## src/design/msvs_pkg.sv

```systemverilog
// Package for the MessagePack value skip validator.
// Holds nesting limits, marker codes, status codes and shared types.
// No dependencies; the decoder, result queue, status helper and top level import it.
package msvs_pkg;

  localparam int MAX_NEST    = 64;
  localparam int STACK_DEPTH = MAX_NEST + 1;
  localparam int DEPTH_W     = $clog2(STACK_DEPTH);
  localparam int COUNT_W     = 33;

  localparam logic [7:0] MK_POSFIX_MAX = 8'h7f;
  localparam logic [7:0] MK_NEGFIX_MIN = 8'he0;
  localparam logic [7:0] MK_FIXSTR_MASK = 8'he0;
  localparam logic [7:0] MK_FIXSTR_TAG  = 8'ha0;
  localparam logic [7:0] MK_FIXCNT_MASK = 8'hf0;
  localparam logic [7:0] MK_FIXARR_TAG  = 8'h90;
  localparam logic [7:0] MK_FIXMAP_TAG  = 8'h80;

  localparam logic [7:0] MK_NIL      = 8'hc0;
  localparam logic [7:0] MK_RESERVED = 8'hc1;
  localparam logic [7:0] MK_FALSE    = 8'hc2;
  localparam logic [7:0] MK_TRUE     = 8'hc3;
  localparam logic [7:0] MK_BIN8     = 8'hc4;
  localparam logic [7:0] MK_BIN16    = 8'hc5;
  localparam logic [7:0] MK_BIN32    = 8'hc6;
  localparam logic [7:0] MK_EXT8     = 8'hc7;
  localparam logic [7:0] MK_EXT16    = 8'hc8;
  localparam logic [7:0] MK_EXT32    = 8'hc9;
  localparam logic [7:0] MK_FLOAT32  = 8'hca;
  localparam logic [7:0] MK_FLOAT64  = 8'hcb;
  localparam logic [7:0] MK_UINT8    = 8'hcc;
  localparam logic [7:0] MK_UINT16   = 8'hcd;
  localparam logic [7:0] MK_UINT32   = 8'hce;
  localparam logic [7:0] MK_UINT64   = 8'hcf;
  localparam logic [7:0] MK_INT8     = 8'hd0;
  localparam logic [7:0] MK_INT16    = 8'hd1;
  localparam logic [7:0] MK_INT32    = 8'hd2;
  localparam logic [7:0] MK_INT64    = 8'hd3;
  localparam logic [7:0] MK_FIXEXT1  = 8'hd4;
  localparam logic [7:0] MK_FIXEXT2  = 8'hd5;
  localparam logic [7:0] MK_FIXEXT4  = 8'hd6;
  localparam logic [7:0] MK_FIXEXT8  = 8'hd7;
  localparam logic [7:0] MK_FIXEXT16 = 8'hd8;
  localparam logic [7:0] MK_STR8     = 8'hd9;
  localparam logic [7:0] MK_STR16    = 8'hda;
  localparam logic [7:0] MK_STR32    = 8'hdb;
  localparam logic [7:0] MK_ARRAY16  = 8'hdc;
  localparam logic [7:0] MK_ARRAY32  = 8'hdd;
  localparam logic [7:0] MK_MAP16    = 8'hde;

  typedef enum logic [1:0] {
    ST_DONE,
    ST_TRUNC,
    ST_RESERVED,
    ST_DEEP
  } status_t;

  typedef enum logic [1:0] {
    PH_MARKER,
    PH_HEADER,
    PH_PAYLOAD,
    PH_DROP
  } phase_t;

  typedef enum logic [1:0] {
    KIND_STR,
    KIND_EXT,
    KIND_ARRAY,
    KIND_MAP
  } hdr_kind_t;

  typedef enum logic [2:0] {
    ACT_SCALAR,
    ACT_PAYLOAD,
    ACT_CONTAINER,
    ACT_HEADER,
    ACT_RESERVED
  } action_t;

  typedef struct packed {
    action_t    action;
    logic [4:0] small_len;
    logic [2:0] hdr_bytes;
    hdr_kind_t  hdr_kind;
  } marker_info_t;

endpackage

```

## src/design/msvs_in_if.sv

```systemverilog
// Request channel interface of the MessagePack value skip validator.
// Carries one buffer byte and its end-of-buffer flag; no dependencies.
interface msvs_in_if;
  logic       valid;
  logic       ready;
  logic [7:0] data_byte;
  logic       end_of_buffer;

  modport source(output valid, output data_byte, output end_of_buffer, input ready);
  modport sink(input valid, input data_byte, input end_of_buffer, output ready);
endinterface

```

## src/design/msvs_out_if.sv

```systemverilog
// Result channel interface of the MessagePack value skip validator.
// Carries a status code and the marker of the value concerned; no dependencies.
interface msvs_out_if;
  logic       valid;
  logic       ready;
  logic [1:0] status;
  logic [7:0] value_marker;

  modport source(output valid, output status, output value_marker, input ready);
  modport sink(input valid, input status, input value_marker, output ready);
endinterface

```

## src/design/msvs_stack_ram.sv

```systemverilog
// Generic single-write, single-read synchronous RAM with registered read data.
// Holds the remaining-element counts of open containers; no dependencies.
module msvs_stack_ram #(
  parameter int WIDTH = 33,
  parameter int DEPTH = 65
) (
  input  logic                     clk,
  input  logic                     wr_en,
  input  logic [$clog2(DEPTH)-1:0] wr_addr,
  input  logic [WIDTH-1:0]         wr_data,
  input  logic                     rd_en,
  input  logic [$clog2(DEPTH)-1:0] rd_addr,
  output logic [WIDTH-1:0]         rd_data
);

  logic [WIDTH-1:0] mem [DEPTH];

  always_ff @(posedge clk) begin
    if (wr_en) begin
      mem[wr_addr] <= wr_data;
    end
    if (rd_en) begin
      rd_data <= mem[rd_addr];
    end
  end

endmodule

```

## src/design/msvs_marker_decode.sv

```systemverilog
// Marker byte classifier for the MessagePack value skip validator.
// Depends on msvs_pkg for marker codes and the marker_info_t type.
module msvs_marker_decode import msvs_pkg::*; (
  input  logic [7:0]   marker,
  output marker_info_t info
);

  always_comb begin
    info = '{action: ACT_SCALAR, small_len: '0, hdr_bytes: '0, hdr_kind: KIND_STR};
    priority if (marker <= MK_POSFIX_MAX || marker >= MK_NEGFIX_MIN) begin
      info.action = ACT_SCALAR;
    end else if ((marker & MK_FIXSTR_MASK) == MK_FIXSTR_TAG) begin
      info.action    = ACT_PAYLOAD;
      info.small_len = marker[4:0];
    end else if ((marker & MK_FIXCNT_MASK) == MK_FIXARR_TAG) begin
      info.action    = ACT_CONTAINER;
      info.small_len = {1'b0, marker[3:0]};
    end else if ((marker & MK_FIXCNT_MASK) == MK_FIXMAP_TAG) begin
      info.action    = ACT_CONTAINER;
      info.small_len = {marker[3:0], 1'b0};
    end else begin
      unique case (marker)
        MK_NIL, MK_FALSE, MK_TRUE: begin
          info.action = ACT_SCALAR;
        end
        MK_RESERVED: begin
          info.action = ACT_RESERVED;
        end
        MK_UINT8, MK_INT8: begin
          info.action = ACT_PAYLOAD; info.small_len = 5'd1;
        end
        MK_UINT16, MK_INT16, MK_FIXEXT1: begin
          info.action = ACT_PAYLOAD; info.small_len = 5'd2;
        end
        MK_FIXEXT2: begin
          info.action = ACT_PAYLOAD; info.small_len = 5'd3;
        end
        MK_UINT32, MK_INT32, MK_FLOAT32: begin
          info.action = ACT_PAYLOAD; info.small_len = 5'd4;
        end
        MK_FIXEXT4: begin
          info.action = ACT_PAYLOAD; info.small_len = 5'd5;
        end
        MK_UINT64, MK_INT64, MK_FLOAT64: begin
          info.action = ACT_PAYLOAD; info.small_len = 5'd8;
        end
        MK_FIXEXT8: begin
          info.action = ACT_PAYLOAD; info.small_len = 5'd9;
        end
        MK_FIXEXT16: begin
          info.action = ACT_PAYLOAD; info.small_len = 5'd17;
        end
        MK_STR8, MK_BIN8: begin
          info.action = ACT_HEADER; info.hdr_bytes = 3'd1; info.hdr_kind = KIND_STR;
        end
        MK_STR16, MK_BIN16: begin
          info.action = ACT_HEADER; info.hdr_bytes = 3'd2; info.hdr_kind = KIND_STR;
        end
        MK_STR32, MK_BIN32: begin
          info.action = ACT_HEADER; info.hdr_bytes = 3'd4; info.hdr_kind = KIND_STR;
        end
        MK_EXT8: begin
          info.action = ACT_HEADER; info.hdr_bytes = 3'd1; info.hdr_kind = KIND_EXT;
        end
        MK_EXT16: begin
          info.action = ACT_HEADER; info.hdr_bytes = 3'd2; info.hdr_kind = KIND_EXT;
        end
        MK_EXT32: begin
          info.action = ACT_HEADER; info.hdr_bytes = 3'd4; info.hdr_kind = KIND_EXT;
        end
        MK_ARRAY16: begin
          info.action = ACT_HEADER; info.hdr_bytes = 3'd2; info.hdr_kind = KIND_ARRAY;
        end
        MK_ARRAY32: begin
          info.action = ACT_HEADER; info.hdr_bytes = 3'd4; info.hdr_kind = KIND_ARRAY;
        end
        MK_MAP16: begin
          info.action = ACT_HEADER; info.hdr_bytes = 3'd2; info.hdr_kind = KIND_MAP;
        end
        default: begin
          info.action = ACT_HEADER; info.hdr_bytes = 3'd4; info.hdr_kind = KIND_MAP;
        end
      endcase
    end
  end

endmodule

```

## src/design/msvs_out_queue.sv

```systemverilog
// Two-entry result queue: an output register with a skid register behind it.
// Depends on msvs_pkg for status_t and on msvs_out_if.
module msvs_out_queue import msvs_pkg::*; (
  input  logic        clk,
  input  logic        rst,
  input  logic        push,
  input  status_t     push_status,
  input  logic [7:0]  push_marker,
  output logic        full,
  msvs_out_if.source  report
);

  logic       head_valid;
  status_t    head_status;
  logic [7:0] head_marker;
  logic       skid_valid;
  status_t    skid_status;
  logic [7:0] skid_marker;
  logic       drain;

  assign drain = !head_valid || report.ready;

  always_ff @(posedge clk) begin
    if (rst) begin
      head_valid <= 1'b0;
      skid_valid <= 1'b0;
    end else if (drain) begin
      if (skid_valid) begin
        head_valid  <= 1'b1;
        head_status <= skid_status;
        head_marker <= skid_marker;
        skid_valid  <= push;
        skid_status <= push_status;
        skid_marker <= push_marker;
      end else begin
        head_valid  <= push;
        head_status <= push_status;
        head_marker <= push_marker;
      end
    end else if (push) begin
      skid_valid  <= 1'b1;
      skid_status <= push_status;
      skid_marker <= push_marker;
    end
  end

  assign full                = skid_valid;
  assign report.valid        = head_valid;
  assign report.status       = head_status;
  assign report.value_marker = head_marker;

endmodule

```

## src/design/msvs_out_queue_unused_guard.sv

```systemverilog
// Helper that flags a closing walk that ends a top-level value (done) or a buffer (truncated).
// Depends on msvs_pkg for status_t; used by the top level to pick the status.
module msvs_out_queue_unused_guard import msvs_pkg::*; (
  input  logic    emit_done,
  input  logic    last_pending,
  output logic    push,
  output status_t status
);

  assign push   = emit_done || last_pending;
  assign status = emit_done ? ST_DONE : ST_TRUNC;

endmodule

```

## src/design/msgpack_value_skip_validator_core.sv

```systemverilog
// Top level of the MessagePack value skip validator.
// Depends on msvs_pkg, msvs_in_if, msvs_out_if, msvs_stack_ram,
// msvs_marker_decode, msvs_out_queue and msvs_out_queue_unused_guard.
//
// Usage: the buffer channel takes one request per byte of an encoded
// MessagePack buffer, with end_of_buffer set on its last byte. The report
// channel gives one result per complete top-level value (status done), per
// error (reserved marker or nesting deeper than 64) and for a buffer that
// ends inside a value (status truncated), with the first byte of the
// top-level value concerned. After an error the rest of the buffer is
// dropped without results; each buffer end returns the block to its reset
// condition.
// Throughput: one byte per cycle while idle and the result queue has room.
// A byte that closes open containers starts a walk, no byte being taken,
// in which each level visited is a read of the stack RAM followed by a
// check of the count it returns. A result enters the registered queue with
// its byte or at the walk's end. Reset clears the control state; the
// stack RAM needs no clearing. A stalled receiver is absorbed by a two-entry
// result queue; a stall lowers buffer.ready once both entries hold results.
module msgpack_value_skip_validator_core import msvs_pkg::*; (
  input logic        clk,
  input logic        rst,
  msvs_in_if.sink    buffer,
  msvs_out_if.source report
);

  typedef enum logic {S_IDLE, S_CHECK} state_t;

  state_t               state;
  phase_t               phase;
  logic [2:0]           hdr_left;
  hdr_kind_t            hdr_kind;
  logic [31:0]          acc;
  logic [COUNT_W-1:0]   pay_left;
  logic [DEPTH_W-1:0]   depth;
  logic [7:0]           top_marker;
  logic                 last_pending;

  marker_info_t         info;
  logic                 accept;
  logic                 q_full;
  logic [7:0]           b;
  logic                 last;
  logic [31:0]          acc_shift;
  logic [2:0]           hdr_left_dec;
  logic [COUNT_W-1:0]   pay_dec;
  logic                 want_finish;
  logic                 want_open;
  logic                 want_payload;
  logic                 want_fail;
  logic [COUNT_W-1:0]   cmd_val;
  status_t              fail_code;
  logic                 res_finish;
  logic                 res_open;
  logic                 res_payload;
  logic                 res_fail;
  status_t              res_fail_code;
  logic                 go_check;
  logic                 emit_now;
  logic                 trunc_now;
  phase_t               phase_after;
  logic [DEPTH_W-1:0]   depth_after;
  logic [7:0]           marker_now;
  logic [COUNT_W-1:0]   rd_data;
  logic [COUNT_W-1:0]   dec;
  logic                 nonzero;
  logic [DEPTH_W-1:0]   depth_m1;
  logic                 check_emit_done;
  logic                 check_done;
  logic                 check_push;
  status_t              check_status;
  logic                 rd_en;
  logic [DEPTH_W-1:0]   rd_addr;
  logic                 wr_en;
  logic [DEPTH_W-1:0]   wr_addr;
  logic [COUNT_W-1:0]   wr_data;
  logic                 push;
  status_t              push_status;
  logic [7:0]           push_marker;

  assign b            = buffer.data_byte;
  assign last         = buffer.end_of_buffer;
  assign buffer.ready = (state == S_IDLE) && !q_full;
  assign accept       = buffer.valid && buffer.ready;

  msvs_marker_decode u_decode (
    .marker (b),
    .info   (info)
  );

  always_comb begin
    acc_shift    = {acc[23:0], b};
    hdr_left_dec = (hdr_left != 3'd0) ? hdr_left - 3'd1 : 3'd0;
    pay_dec      = pay_left - COUNT_W'(1);
    want_finish  = 1'b0;
    want_open    = 1'b0;
    want_payload = 1'b0;
    want_fail    = 1'b0;
    cmd_val      = '0;
    fail_code    = ST_RESERVED;
    unique case (phase)
      PH_MARKER: begin
        unique case (info.action)
          ACT_SCALAR: want_finish = 1'b1;
          ACT_PAYLOAD: begin
            want_payload = 1'b1;
            cmd_val      = COUNT_W'(info.small_len);
          end
          ACT_CONTAINER: begin
            want_open = 1'b1;
            cmd_val   = COUNT_W'(info.small_len);
          end
          ACT_RESERVED: want_fail = 1'b1;
          default: ;
        endcase
      end
      PH_HEADER: begin
        if (hdr_left_dec == 3'd0) begin
          unique case (hdr_kind)
            KIND_STR: begin
              want_payload = 1'b1;
              cmd_val      = {1'b0, acc_shift};
            end
            KIND_EXT: begin
              want_payload = 1'b1;
              cmd_val      = {1'b0, acc_shift} + COUNT_W'(1);
            end
            KIND_ARRAY: begin
              want_open = 1'b1;
              cmd_val   = {1'b0, acc_shift};
            end
            KIND_MAP: begin
              want_open = 1'b1;
              cmd_val   = {acc_shift, 1'b0};
            end
          endcase
        end
      end
      PH_PAYLOAD: want_finish = (pay_dec == '0);
      PH_DROP: ;
    endcase

    res_finish    = want_finish || ((want_open || want_payload) && cmd_val == '0);
    res_payload   = want_payload && cmd_val != '0;
    res_fail      = want_fail ||
                    (want_open && cmd_val != '0 && depth >= DEPTH_W'(MAX_NEST));
    res_fail_code = want_fail ? fail_code : ST_DEEP;
    res_open      = want_open && cmd_val != '0 && depth < DEPTH_W'(MAX_NEST);

    go_check  = res_finish && depth != '0;
    emit_now  = res_fail || (res_finish && depth == '0);

    priority if (res_fail) begin
      phase_after = PH_DROP;
    end else if (res_finish || res_open) begin
      phase_after = PH_MARKER;
    end else if (res_payload) begin
      phase_after = PH_PAYLOAD;
    end else if (phase == PH_MARKER) begin
      phase_after = PH_HEADER;
    end else begin
      phase_after = phase;
    end
    depth_after = res_open ? depth + DEPTH_W'(1) : depth;

    trunc_now  = last && !go_check && !emit_now && phase_after != PH_DROP &&
                 !(phase_after == PH_MARKER && depth_after == '0);
    marker_now = (phase == PH_MARKER && depth == '0) ? b : top_marker;
  end

  assign dec             = rd_data - COUNT_W'(1);
  assign nonzero         = dec != '0;
  assign depth_m1        = depth - DEPTH_W'(1);
  assign check_emit_done = !nonzero && depth_m1 == '0;
  assign check_done      = nonzero || depth_m1 == '0;

  msvs_out_queue_unused_guard u_close (
    .emit_done    (check_emit_done),
    .last_pending (last_pending),
    .push         (check_push),
    .status       (check_status)
  );

  always_comb begin
    if (state == S_IDLE) begin
      rd_en       = accept && go_check;
      rd_addr     = depth_m1;
      wr_en       = accept && res_open;
      wr_addr     = depth;
      wr_data     = cmd_val;
      push        = accept && (emit_now || trunc_now);
      push_status = emit_now ? (res_fail ? res_fail_code : ST_DONE) : ST_TRUNC;
      push_marker = marker_now;
    end else begin
      rd_en       = !check_done;
      rd_addr     = depth - DEPTH_W'(2);
      wr_en       = nonzero;
      wr_addr     = depth_m1;
      wr_data     = dec;
      push        = check_done && check_push;
      push_status = check_status;
      push_marker = top_marker;
    end
  end

  msvs_stack_ram #(
    .WIDTH (COUNT_W),
    .DEPTH (STACK_DEPTH)
  ) u_stack (
    .clk     (clk),
    .wr_en   (wr_en),
    .wr_addr (wr_addr),
    .wr_data (wr_data),
    .rd_en   (rd_en),
    .rd_addr (rd_addr),
    .rd_data (rd_data)
  );

  msvs_out_queue u_queue (
    .clk         (clk),
    .rst         (rst),
    .push        (push),
    .push_status (push_status),
    .push_marker (push_marker),
    .full        (q_full),
    .report      (report)
  );

  always_ff @(posedge clk) begin
    if (rst) begin
      state        <= S_IDLE;
      phase        <= PH_MARKER;
      hdr_left     <= '0;
      hdr_kind     <= KIND_STR;
      acc          <= '0;
      pay_left     <= '0;
      depth        <= '0;
      top_marker   <= '0;
      last_pending <= 1'b0;
    end else begin
      unique case (state)
        S_IDLE: begin
          if (accept) begin
            if (phase == PH_MARKER && info.action == ACT_HEADER) begin
              hdr_left <= info.hdr_bytes;
              hdr_kind <= info.hdr_kind;
              acc      <= '0;
            end
            if (phase == PH_HEADER) begin
              acc      <= acc_shift;
              hdr_left <= hdr_left_dec;
            end
            if (res_payload) begin
              pay_left <= cmd_val;
            end else if (phase == PH_PAYLOAD) begin
              pay_left <= pay_dec;
            end
            if (go_check) begin
              state        <= S_CHECK;
              last_pending <= last;
              phase        <= phase_after;
              depth        <= depth_after;
            end else if (last) begin
              phase      <= PH_MARKER;
              depth      <= '0;
              top_marker <= '0;
            end else begin
              phase <= phase_after;
              depth <= depth_after;
              if (phase == PH_MARKER && depth == '0) begin
                top_marker <= b;
              end
            end
          end
        end
        S_CHECK: begin
          if (check_done) begin
            state        <= S_IDLE;
            last_pending <= 1'b0;
            if (last_pending) begin
              depth      <= '0;
              top_marker <= '0;
            end else if (!nonzero) begin
              depth <= depth_m1;
            end
          end else begin
            depth <= depth_m1;
          end
        end
      endcase
    end
  end

  a_depth_bounded: assert property (@(posedge clk) disable iff (rst)
    depth <= DEPTH_W'(MAX_NEST))
    else $error("open container depth exceeds the nesting limit");

  a_room_during_walk: assert property (@(posedge clk) disable iff (rst)
    state == S_CHECK |-> !q_full)
    else $error("result queue full while closing containers");

  a_buffer_end_resets: assert property (@(posedge clk) disable iff (rst)
    accept && last |=> state == S_CHECK || (depth == '0 && phase == PH_MARKER))
    else $error("state not cleared after the last byte of a buffer");

endmodule

```

## src/flat_wrapper.sv

```systemverilog
// flat-port wrapper written by rule: the top's interface ports become plain ports
module msgpack_value_skip_validator_core_flat import msvs_pkg::*;
  (clk, rst, buffer_valid, buffer_data_byte, buffer_end_of_buffer, buffer_ready, report_valid, report_status, report_value_marker, report_ready);
  msvs_in_if buffer_i ();
  msvs_out_if report_i ();
  input logic clk;
  input logic rst;
  input wire logic [$bits(buffer_i.valid)-1:0] buffer_valid;
  input wire logic [$bits(buffer_i.data_byte)-1:0] buffer_data_byte;
  input wire logic [$bits(buffer_i.end_of_buffer)-1:0] buffer_end_of_buffer;
  output wire logic [$bits(buffer_i.ready)-1:0] buffer_ready;
  output wire logic [$bits(report_i.valid)-1:0] report_valid;
  output wire logic [$bits(report_i.status)-1:0] report_status;
  output wire logic [$bits(report_i.value_marker)-1:0] report_value_marker;
  input wire logic [$bits(report_i.ready)-1:0] report_ready;
  assign buffer_i.valid = buffer_valid;
  assign buffer_i.data_byte = buffer_data_byte;
  assign buffer_i.end_of_buffer = buffer_end_of_buffer;
  assign buffer_ready = buffer_i.ready;
  assign report_valid = report_i.valid;
  assign report_status = report_i.status;
  assign report_value_marker = report_i.value_marker;
  assign report_i.ready = report_ready;
  msgpack_value_skip_validator_core u_core (.clk(clk), .rst(rst), .buffer(buffer_i), .report(report_i));
endmodule
```

## config.mk

```make
export PLATFORM = sky130hd
export DESIGN_NAME = msgpack_value_skip_validator_core_flat
export DESIGN_NICKNAME = d
export VERILOG_FILES = /design/src/design/msvs_pkg.sv /design/src/design/msvs_in_if.sv /design/src/design/msvs_out_if.sv /design/src/design/msvs_stack_ram.sv /design/src/design/msvs_marker_decode.sv /design/src/design/msvs_out_queue.sv /design/src/design/msvs_out_queue_unused_guard.sv /design/src/design/msgpack_value_skip_validator_core.sv /design/src/flat_wrapper.sv
export SDC_FILE = /design/constraint.sdc
export NUM_CORES = 2
export LEC_CHECK = 0
export ABC_AREA = 1
export BUFFER_PORTS_ARGS = -buffer_cell sky130_fd_sc_hd__buf_2
export CAP_MARGIN = 40
export CORE_ASPECT_RATIO = 0.5
export CORE_MARGIN = 2
export CORE_UTILIZATION = 57
export CTS_CLUSTER_DIAMETER = 100
export CTS_CLUSTER_SIZE = 20
export DETAILED_ROUTE_END_ITERATION = 16
export PLACE_DENSITY_LB_ADDON = 0.15
export REMOVE_ABC_BUFFERS = 1
export SLEW_MARGIN = 20
export SYNTH_ARGS = -nofsm -noshare
export SYNTH_HDL_FRONTEND = slang
export SYNTH_SLANG_ARGS = --single-unit
```

## constraint.sdc

```tcl
create_clock -name clk -period 4.8 [get_ports clk]
set_input_delay 0 -clock clk [delete_from_list [all_inputs] [get_ports clk]]
set_output_delay 0 -clock clk [all_outputs]
set_load 0.005 [all_outputs]
```

==> summary.md <==
| Metric | Value |
|---|---|
| Total power | `56.9 mW` |
| Switching Share | `0.395` |
| Part of the power in the clock network | `0.207` |
| Psw | `22.5 mW` |
| Number of flops mapped to enable cells by yosys | `roughly 2200` |
| YS warnings | `0` |
| Power Dens Cells | `542 nW/µm²` |
| Total clock sinks | `between 2000 and 2500` |
| Vias per std cell | `approximately 6.5` |
| Hpwl dp | `~180 mm` |
| Hold path endpoint | `u_core.acc[4]` |
| Relative slew slack | `0.380` |
| Fin cells | `about 10000` |
| Slew Viols, Final | `0` |
| Setup CP Type | `reg -> reg` |
| Total number of vias | `66200` |
| Synth area leader | `edfxtp_1` |
| Least-Margin Pin Slew | `slightly above 900 ps` |
| Root buffer cell | `clkbuf_16` |
| Post-DRT Antenna Nets | `0` |
| CTS tree | `yes` |
| CP Launch Type | `register` |
| Final WS setup | `about 100 ps` |
| RePlAce Congestion | `0.960` |
| Clock Latency Late Sink | `roughly 820 ps` |
| # DRC | `0` |
| Final Cycle Share | `0.979` |
| Final setup vio count | `0` |
| Int Power | `34.4 mW` |
| Count of cell types in the netlist | `54` |
| Layout area overhead | `11.7%` |
| Post-CTS setup buffer count | `0` |
| Busiest grt layer | `met1` |
| Register bit count reported by yosys | `2281` |
| Most common cell after layout, fill and taps aside | `edfxtp_1` |
| Sequential Power Share | `0.402` |
| First-pass detailed-route iteration total | `6` |
| Die width | `579 µm` |
| Initial antenna violation count | `17` |
| Crit. End Element | `register` |
| Std cell rows | `~110` |
| Combinational share of power | `0.391` |
| Grt met2 use | `0.493` |
| Outcome | `finished clean` |
| Largest net degree at the start of global routing | `113` |
| I/O pin count | `25` |
| FMAX | `0.213 GHz` |
| Core ar. | `between 150000 and 200000 µm²` |
| Fin crit period | `~4700 ps` |
| Port Buffers | `24` |
| Post-synthesis sequential area ratio | `0.719` |
| Layout Skew | `between 50 and 60 ps` |
| Final cell utilization of the core | `0.641` |
| FF-to-FF End | `u_core.u_stack.rd_data[0]` |
| Area of the mapped netlist | `about 94000 µm²` |
| Worst Hold Depth | `4` |
| Hold Crit Class | `in -> reg` |
| Synth Area per Inst | `around 12 µm²` |
| Final hold viol count | `0` |
| Vias in the first global route | `just over 60000` |
| CP Max Fanout | `67` |
| HP Start | `buffer_data_byte[4]` |
| Setup TNS | `0 ps` |
| Total grt overflow | `0` |
| Die H | `a little under 300 µm` |
| CTS Buf Count | `140` |
| Synth area leaders | `edfxtp_1 70%, o21ai_0 7.8%, nor2_1 7.0%` |
| Met1 GRT Util | `0.512` |
| Gr usage total | `0.340` |
| Worst EP arrival | `5360 ps` |
| Maximum vdd ir drop | `0.410 mV` |
| Maximum buffer depth of the clock tree | `4` |
| Nets@finish | `~8000` |
| FFs w/ async S/R, synth | `0` |
| Unrepaired setup endpoints after global routing | `false` |
| Top FF cell, synth | `edfxtp_1` |
| Cells after DPL | `10000` |
| CTS clk-pin slew, worst paths | `around 100 ps` |
| Worst reg-to-reg setup slack | `100 ps` |
| Setup WS pre-CTS | `roughly 350 ps` |
| H-tree depth | `4` |
| Final WL | `between 200 and 300 mm` |
| Die Area | `between 150000 and 200000 µm²` |
| Starting DRC count in detailed routing | `about 10000` |
| Maxcap violations | `0` |
| Worst R2R Path Depth | `13` |
| M3 GR Usage | `0.0899` |
| Initial Utilization | `0.574` |
| Highest-count cells in the layout ignoring fill and taps | `2198 x edfxtp_1, 1685 x nor2_1, 1428 x o21ai_0, 702 x o22ai_1, 499 x nand2_1` |
| Post-synth top area share | `0.702` |
| Leak Pwr | `~34 nW` |
| R2r startpoint | `u_core.state` |
| WL per Instance | `roughly 28 µm` |
| Layout cells sized above 1 | `0.102` |
| First-pass GRT wire length | `approximately 420 mm` |
| Worst EP required | `about 5500 ps` |
| Syn Inst Count | `between 7000 and 8000` |
-- stage by stage --
| stage | area [µm²] | hold slack (ps) |
|---|---|---|
| floorplan | 92000 | 69.1 |
| global placement | 100000 | 349 |
| detailed placement | 101000 | 356 |
| CTS | 105000 | 80.3 |
| global route | 105000 | 131 |
| finish | 105000 | 119 |
-- worst max-delay path by stage --
| stage | start | endpoint | slack (ps) | cells past startpoint |
|---|---|---|---|---|
| floorplan | u_core.state | u_core.u_stack.rd_data[31] | -41830 | 12 |
| global placement | u_core.u_stack.rd_data[0] | u_core.u_stack.mem[29][3] | 300 | 22 |
| detailed placement | u_core.u_stack.rd_data[0] | u_core.u_stack.mem[19][3] | 350 | 22 |
| CTS | u_core.state | u_core.u_stack.rd_data[0] | 330 | 13 |
| global route | u_core.state | u_core.u_stack.rd_data[0] | 10 | 13 |
| finish | u_core.state | u_core.u_stack.rd_data[0] | 100 | 13 |
-- final cells by class --
class | count | area (µm²)
flip-flops and latches | 2281 | 67700
repair buffers | 484 | 5560
fillers | 12500 | 58900
clock buffers | 151 | 3610
clock inverters | 9 | 110
diodes | 5 | 12.5
inverters | 182 | 713
well taps | 2193 | 2740
multi-input cells | 4923 | 24600
-- power by group through the flow --
stage | Clock (mW) | Sequential [mW] | Combinational [mW]
finish | 11.8 | 22.9 | 22.2
floorplan | 0 | 23.3 | 9.18
global placement | 0 | 23.3 | 21.1
detailed placement | 0 | 23.3 | 21.3
global route | 12.5 | 22.9 | 23.4
CTS | 11.9 | 22.9 | 21.4
-- registers in the layout (all words and copies together) (netlist names), 2 cells and up --
register and count:
u_core.u_stack.mem 2145, u_core.pay_left 33, u_core.u_stack.rd_data 33, u_core.acc 24, u_core.top_marker 8, u_core.u_queue.report.value_marker 8
u_core.u_queue.skid_marker 8, u_core.depth 7, u_core.hdr_left 3, u_core.hdr_kind 2, u_core.phase 2, u_core.u_queue.report.status 2
u_core.u_queue.skid_status 2
-- routing by layer --
metal  part of all wire  up-vias  wire [µm]
met5            0.00012        -         36
met4              0.027        6       7790
met1               0.41    32800     119000
li1                   -    29000          -
met2               0.43     3900     125000
met3               0.13      434      37600
-- kinds of logic (layout without fill, tap and decap cells) --
logic type,Yosys count,after routing,share of synthesized area
AND/OR/NAND/NOR,2456,2456,0.103
buffers and inverters,710,826,0.0289
XOR/XNOR,66,66,0.00614
other,0,5,0
flip-flops,2281,2281,0.719
multiplexers,33,33,0.00394
adder cells (fa/ha/maj),17,17,0.00226
AO/OA/AOI/OAI,2351,2351,0.137
-- what timing repair did --
| item | 4_1_cts | 5_1_grt |
|---|---|---|
| endpoints found under the hold margin | 58 | 0 |
| hold buffers | 13 | 0 |
| resized for setup | 0 | 0 |
-- synth_stat cells, types with 3 or more instances --
| master | n |
|---|---|
| a21oi_1 | 82 |
| o22ai_1 | 702 |
| nand2_1 | 500 |
| nand2_2 | 7 |
| inv_2 | 10 |
| nor3_1 | 23 |
| a211oi_1 | 25 |
| buf_4 | 3 |
| clkinv_1 | 9 |
| dfxtp_1 | 83 |
| nor4_1 | 12 |
| a22oi_1 | 10 |
| nor2_2 | 11 |
| o21ai_1 | 10 |
| o21ai_0 | 1462 |
| nand4_1 | 22 |
| xnor2_1 | 15 |
| o221ai_1 | 6 |
| xor2_1 | 51 |
| a31oi_1 | 28 |
| inv_1 | 162 |
| buf_1 | 20 |
| or2_2 | 3 |
| nor3_2 | 3 |
| clkbuf_1 | 478 |
| nor2_1 | 1749 |
| buf_2 | 26 |
| ha_1 | 17 |
| mux2_2 | 32 |
| edfxtp_1 | 2198 |
| o211ai_1 | 12 |
| nor2_4 | 5 |
| nand3_1 | 106 |
| nand3b_1 | 6 |
-- worst max-delay path, cell delays in order, from the launching register on --
cell      delay, ps
dfxtp_4         530
clkinv_1        130
buf_4           230
nand2_1         140
nand2_4         240
inv_8           530
buf_4           490
o21ai_0         170
o22ai_1         120
o21ai_0         100
o22ai_1         700
nor2_1          240
o22ai_1         490
mux2_2          290
(Power assumes the default switching activity.)
